--- config.mk ---
export PLATFORM = sky130hd
export DESIGN_NAME = slr_divider
export DESIGN_NICKNAME = d
export VERILOG_FILES = /design/src/design/slr_pkg.sv /design/src/design/slr_divider.sv
export SDC_FILE = /design/constraint.sdc
export NUM_CORES = 1
export LEC_CHECK = 0
export ABC_AREA = 1
export BUFFER_PORTS_ARGS = -buffer_cell sky130_fd_sc_hd__buf_2
export CAP_MARGIN = 10
export CELL_PAD_IN_SITES_DETAIL_PLACEMENT = 1
export CELL_PAD_IN_SITES_GLOBAL_PLACEMENT = 2
export CORE_AREA = 10 10 197 199
export CTS_BUF_LIST = sky130_fd_sc_hd__clkbuf_2
export CTS_CLUSTER_SIZE = 20
export DETAILED_ROUTE_END_ITERATION = 10
export DIE_AREA = 0 0 207 209
export GPL_TIMING_DRIVEN = 1
export PLACE_DENSITY_LB_ADDON = 0.1
export SETUP_SLACK_MARGIN = 0.15
export SKIP_CTS_REPAIR_TIMING = 1
export SLEW_MARGIN = 20
export SYNTH_ARGS = -nofsm -noshare
export SYNTH_HDL_FRONTEND = slang
export SYNTH_SLANG_ARGS = --single-unit
--- constraint.sdc ---
create_clock -name clk_i -period 5.8 [get_ports clk_i]
set_input_delay 0.58 -clock clk_i [delete_from_list [all_inputs] [get_ports clk_i]]
set_output_delay 0.58 -clock clk_i [all_outputs]
set_load 0.02 [all_outputs]
--- src/design/slr_pkg.sv ---
// Shared types and constants for the windowed STA/LTA ratio block.
package slr_pkg;

  localparam int unsigned SAMPLE_BITS    = 24;
  localparam int unsigned FRAC_BITS      = 16;
  localparam int unsigned RATIO_BITS     = 29;
  localparam int unsigned SHORT_LEN_BITS = 11;
  localparam int unsigned LONG_LEN_BITS  = 13;
  localparam int unsigned ADDR_BITS      = 3;
  localparam int unsigned DATA_BITS      = 32;

  localparam logic [SHORT_LEN_BITS-1:0] SHORT_LEN_RESET = 11'd1024;
  localparam logic [LONG_LEN_BITS-1:0]  LONG_LEN_RESET  = 13'd4096;

  localparam logic [0:0] REG_SHORT_LEN = 1'b0;
  localparam logic [0:0] REG_LONG_LEN  = 1'b1;

  typedef struct packed {
    logic signed [SAMPLE_BITS-1:0] sample;
    logic                          end_of_block;
  } in_beat_t;

  typedef struct packed {
    logic [RATIO_BITS-1:0] ratio;
    logic                  zero_energy;
    logic                  block_done;
  } out_beat_t;

  typedef struct packed {
    logic clear;
    logic rd;
    logic upd;
  } win_ctrl_t;

endpackage

--- src/design/slr_divider.sv ---
// Restoring divider, one quotient bit per cycle, with saturation check.
module slr_divider #(
  parameter int unsigned NW        = 47,
  parameter int unsigned DW        = 47,
  parameter int unsigned LONG_DEPTH = 4096
) (
  input  logic                          clk_i,
  input  logic                          rst_ni,
  input  logic                          start_i,
  input  logic [NW-1:0]                 num_i,
  input  logic [DW-1:0]                 den_i,
  output logic                          done_o,
  output logic [slr_pkg::RATIO_BITS-1:0] ratio_o
);
  import slr_pkg::*;

  localparam int unsigned LB   = $clog2(LONG_DEPTH);
  localparam int unsigned SHW  = LB + FRAC_BITS;
  localparam int unsigned RW   = DW + 1;
  localparam int unsigned PW   = DW + LB + 1;
  localparam int unsigned CMPW = (NW > PW) ? NW : PW;
  localparam int unsigned CW   = $clog2(SHW + 1);
  localparam logic [63:0] SAT_VAL = 64'(LONG_DEPTH) << FRAC_BITS;

  localparam logic [1:0] D_IDLE  = 2'd0;
  localparam logic [1:0] D_CHECK = 2'd1;
  localparam logic [1:0] D_RUN   = 2'd2;

  logic [1:0]            state_q, state_d;
  logic [NW-1:0]         num_q, num_d;
  logic [DW-1:0]         den_q, den_d;
  logic [RW-1:0]         rem_q, rem_d;
  logic [SHW-1:0]        dsh_q, dsh_d;
  logic [SHW-1:0]        quo_q, quo_d;
  logic [CW-1:0]         cnt_q, cnt_d;
  logic                  sat_q, sat_d;
  logic                  done_q, done_d;
  logic [CMPW-1:0]       limit;
  logic [NW+FRAC_BITS-1:0] num_ext;
  logic [RW-1:0]         trial;

  assign limit   = CMPW'(PW'(den_q) * PW'(LONG_DEPTH));
  assign num_ext = {num_q, {FRAC_BITS{1'b0}}};
  assign trial   = {rem_q[RW-2:0], dsh_q[SHW-1]};

  always_comb begin
    state_d = state_q;
    num_d   = num_q;
    den_d   = den_q;
    rem_d   = rem_q;
    dsh_d   = dsh_q;
    quo_d   = quo_q;
    cnt_d   = cnt_q;
    sat_d   = sat_q;
    done_d  = 1'b0;
    case (state_q)
      D_IDLE: begin
        if (start_i) begin
          num_d   = num_i;
          den_d   = den_i;
          sat_d   = 1'b0;
          state_d = D_CHECK;
        end
      end
      D_CHECK: begin
        if (CMPW'(num_q) >= limit) begin
          sat_d   = 1'b1;
          done_d  = 1'b1;
          state_d = D_IDLE;
        end else begin
          rem_d   = RW'(num_q >> LB);
          dsh_d   = num_ext[SHW-1:0];
          quo_d   = '0;
          cnt_d   = '0;
          state_d = D_RUN;
        end
      end
      D_RUN: begin
        if (trial >= RW'(den_q)) begin
          rem_d = trial - RW'(den_q);
          quo_d = {quo_q[SHW-2:0], 1'b1};
        end else begin
          rem_d = trial;
          quo_d = {quo_q[SHW-2:0], 1'b0};
        end
        dsh_d = dsh_q << 1;
        cnt_d = cnt_q + CW'(1);
        if (cnt_q == CW'(SHW - 1)) begin
          done_d  = 1'b1;
          state_d = D_IDLE;
        end
      end
      default: begin
        state_d = D_IDLE;
      end
    endcase
  end

  always_ff @(posedge clk_i or negedge rst_ni) begin
    if (!rst_ni) begin
      state_q <= D_IDLE;
      done_q  <= 1'b0;
      cnt_q   <= '0;
      sat_q   <= 1'b0;
    end else begin
      state_q <= state_d;
      done_q  <= done_d;
      cnt_q   <= cnt_d;
      sat_q   <= sat_d;
    end
  end

  always_ff @(posedge clk_i) begin
    num_q <= num_d;
    den_q <= den_d;
    rem_q <= rem_d;
    dsh_q <= dsh_d;
    quo_q <= quo_d;
  end

  assign done_o  = done_q;
  assign ratio_o = sat_q ? SAT_VAL[RATIO_BITS-1:0] : RATIO_BITS'(quo_q);

endmodule

==> impl_metrics.sql <==
INSERT INTO impl_metrics (metric_group, metric, value, unit) VALUES
('sta', 'timing.final.ws_setup', '2.03', 'ns'),
('synthesis', 'synth-xor-area-share', '1.07', '%'),
('sta', 'grt_setup_unrepaired', 'no', ''),
('placed_design', 'port-buffer-count', '126', ''),
('global_routing', 'antenna_violations_before_repair', '1', ''),
('hold_path', 'hold_path.startpoint', 'den_i[31]', ''),
('synthesis', 'synth_flop_cell', 'edfxtp_1', ''),
('global_routing', 'globalRoute.totalOverflow', '0', ''),
('clock_network', 'numCtsBuffers', '17', ''),
('die', 'core', '35100', 'um^2'),
('hold_path', 'timing.hold.worst_path_depth', '2', ''),
('synthesis', 'post_syn_nets', '1974', ''),
('sta', 'max_freq', '266', 'MHz'),
('worst_setup_path', 'critical_path.max_fanout', '60', ''),
('clock_network', 'cts_max_level', '4', ''),
('synthesis', 'synth_async_sr_flop_share', '4.74', '%'),
('pwr', 'total_leakage_power', '8.19', 'nW'),
('synthesis', 'dominant_combinational_cell_family_by_area_after_synthesis', 'simple AND/OR/NAND/NOR gates', ''),
('worst_setup_path', 'rr_startpoint', 'num_q[30]', ''),
('sta', 'clock-skew-final', '0.0598', 'ns'),
('hold_path', 'hold-path-endpoint', 'den_q[31]', ''),
('pwr', 'intPower', '4.01', 'mW'),
('synthesis', 'post_synth_inst_count', '1790', ''),
('synthesis', 'synth.area.top_cells', 'edfxtp_1, nand2_1, inv_1', ''),
('worst_setup_path', 'endpoint_kind', 'register', ''),
('detailed_routing', 'finalWirelength', '42.7', 'mm'),
('hold_path', 'min-delay-path-class', 'input port to register', ''),
('detailed_routing', 'initialDrtViolationCount', '603', ''),
('synthesis', 'yosysSeqAreaShare', '43.3', '%'),
('detailed_routing', 'number_of_routed_nets_with_antenna_violations', '0', ''),
('synthesis', 'synthesis.area_per_instance', '7.31', 'um^2'),
('clock_network', 'clkSlewWorstSetupHoldPaths', '0.34', 'ns'),
('worst_setup_path', 'critPathLaunchType', 'register', ''),
('synthesis', 'synth_largest_type_area_fraction', '41.5', '%'),
('synthesis', 'post-synth-top-area-cell', 'edfxtp_1', ''),
('die', 'die-area', '43300', 'um^2'),
('layout', 'drive_above_1_share', '9.46', '%'),
('global_routing', 'grt_pass1_wl', '65.5', 'mm'),
('worst_setup_path', 'startpoint', 'num_q[30]', ''),
('sta', 'period_needed', '3.77', 'ns'),
('clock_network', 'clockRootBuffer', 'clkbuf_2', ''),
('clock_network', 'source_to_sink_clock_delay_at_the_later_pin_of_the_worst_skew_pair', '0.93', 'ns'),
('synthesis', 'synth-adder-area-share', '8.38', '%'),
('layout', 'numnets_final', '2189', ''),
('pwr', 'p_comb_share', '60.6', '%'),
('sta', 'final-max-slew-violation-count', '0', ''),
('placed_design', 'worst_case_setup_slack_after_placement', '2.06', 'ns'),
('die', 'dieWidth', '207', 'um'),
('synthesis', 'ys_ff_latch', '190', ''),
('sta', 'headroom_to_the_max_slew_limit', '36.2', '%'),
('sta', 'fin_setup_tns', '0', 'ns'),
('synthesis', 'ys_warn_count', '0', ''),
('die', 'num_rows', '69', ''),
('flow_run', 'maxCapViolCount', '0', ''),
('synthesis', 'post_synth_num_cell_types', '37', ''),
('sta', 'finalHoldViolations', '0', ''),
('outcome', 'run_status', 'finished, final reports clean', ''),
('worst_setup_path', 'ff2ff_setup_slack', '2.03', 'ns'),
('layout', 'nFillCells', '4459', ''),
('sta', 'tightest_slew', '0.957', 'ns'),
('synthesis', 'mux_contribution_to_synthesized_area', '0', '%'),
('global_routing', 'pin_count_of_the_biggest_net_entering_global_routing', '61', ''),
('layout', 'area_growth_syn_to_layout', '18.4', '%'),
('global_routing', 'via_count_of_the_first_global_routing_pass', '11900', ''),
('die', 'starting_density_of_the_core', '37.3', '%'),
('synthesis', 'synth-simple-area-share', '31.4', '%'),
('clock_network', 'cts_tree', 'yes', ''),
('synthesis', 'synth_area', '13100', 'um^2'),
('pwr', 'power_switching', '4.23', 'mW'),
('detailed_routing', 'viasPerCell', '4.73', ''),
('pwr', 'power_density', '532', 'nW/um^2');
-- through the flow --
step,hold slack (ns),std cells,util (%)
final,0.331,2481,44.2
after global routing,0.247,2481,44.2
after CTS,-0.655,2381,41.3
after detailed placement,0.470,2349,40.5
after global placement,0.465,2349,40.5
after floorplan,0.284,1790,-
-- worst max-delay path by stage --
stage | endpoint
after floorplan | dsh_q[16]
after global placement | rem_q[23]
after detailed placement | rem_q[23]
after CTS | rem_q[19]
after global routing | rem_q[20]
final | rem_q[24]
-- cells by family (layout without fill, tap and decap cells) --
kind of cell / count (synthesis) / in the layout
simple gates: 988 / 988
compound gates: 76 / 76
buf+inv: 433 / 661
flops: 190 / 190
other cells: 0 / 2
xor+xnor: 16 / 16
fa+ha+maj: 87 / 87
-- layout by cell type, fill, tap and decap left out, types with 2 or more instances in the layout --
| master | count |
|---|---|
| nand2_1 | 659 |
| inv_1 | 392 |
| edfxtp_1 | 181 |
| nor2_1 | 131 |
| buf_2 | 126 |
| nand3_1 | 107 |
| dlygate4sd3_1 | 97 |
| ha_1 | 85 |
| nand4_1 | 53 |
| a21oi_1 | 44 |
| clkbuf_2 | 18 |
| o21ai_0 | 17 |
| xnor2_1 | 13 |
| dfrtp_1 | 9 |
| nand3b_1 | 8 |
| buf_4 | 7 |
| nand2_2 | 6 |
| nor2_2 | 6 |
| o21bai_1 | 6 |
| inv_6 | 6 |
| inv_2 | 5 |
| nor3_1 | 5 |
| and2_1 | 5 |
| xor2_1 | 3 |
| a31oi_1 | 3 |
| bufinv_16 | 3 |
| diode_2 | 2 |
| nor2_4 | 2 |
| a21o_1 | 2 |
| a21boi_0 | 2 |
| inv_8 | 2 |
-- worst max-delay path: stages (launching register included) --
cell and delay [ns]:
edfxtp_1 0.48, ha_1 0.32, nand2_1 0.06, inv_1 0.07, nand3_1 0.09, nor3_1 0.65, and2_1 0.23, nand2_1 0.06
nand2_1 0.09, nand2_1 0.08, nand3_1 0.29, nand2_4 0.56, buf_4 0.51
-- synthesized netlist by cell type, drive strengths merged, types with 2 or more instances --
cell and number:
a21boi 2, clkbuf 18, and2 5, inv 398, a31oi 3, dfrtp 9
xnor2 13, nor3 5, nor2 139, a21oi 45, o21bai 6, buf 17
xor2 3, nand2 666, ha 86, edfxtp 181, nand3 108, o21ai 17
nand3b 8, nand4 54, a21o 2
-- registers in the layout, summed over array words and instances, names as in the netlist --
| register | count |
|---|---|
| cnt_q | 5 |
| den_q | 47 |
| done_o | 1 |
| dsh_q | 12 |
| num_q | 47 |
| quo_q | 28 |
| rem_q | 47 |
| sat_q | 1 |
| state_q | 2 |
-- power groups by stage --
stage / clock, mW / sequential, mW / combinational [mW]
detailed placement: 0 / 2.48 / 4.92
global route: 0.885 / 2.50 / 5.68
floorplan: 0 / 2.43 / 3.44
global placement: 0 / 2.46 / 4.84
finish: 0.801 / 2.44 / 4.99
CTS: 0.836 / 2.44 / 4.95
-- final cells by class --
cell class / instances / area (um^2) / area share, %
multi-input combinational: 1167 / 5780 / 37.3
sequential: 190 / 5660 / 36.6
timing repair buffer: 231 / 1680 / 10.9
inverter: 398 / 1500 / 9.66
tap: 461 / 577 / 3.72
clock inverter: 14 / 195 / 1.26
clock buffer: 18 / 90.1 / 0.582
antenna: 2 / 5.00 / 0.0323
-- per-layer routing --
metal	vias to the layer above	wire length, um	GRT usage, %
li1	5988	-	-
met1	5588	20600	25.6
met2	136	20400	31.5
met3	32	1160	2.55
met4	0	527	5.26
met5	-	0	0
Note: power is estimated with default switching activity, not from simulation.
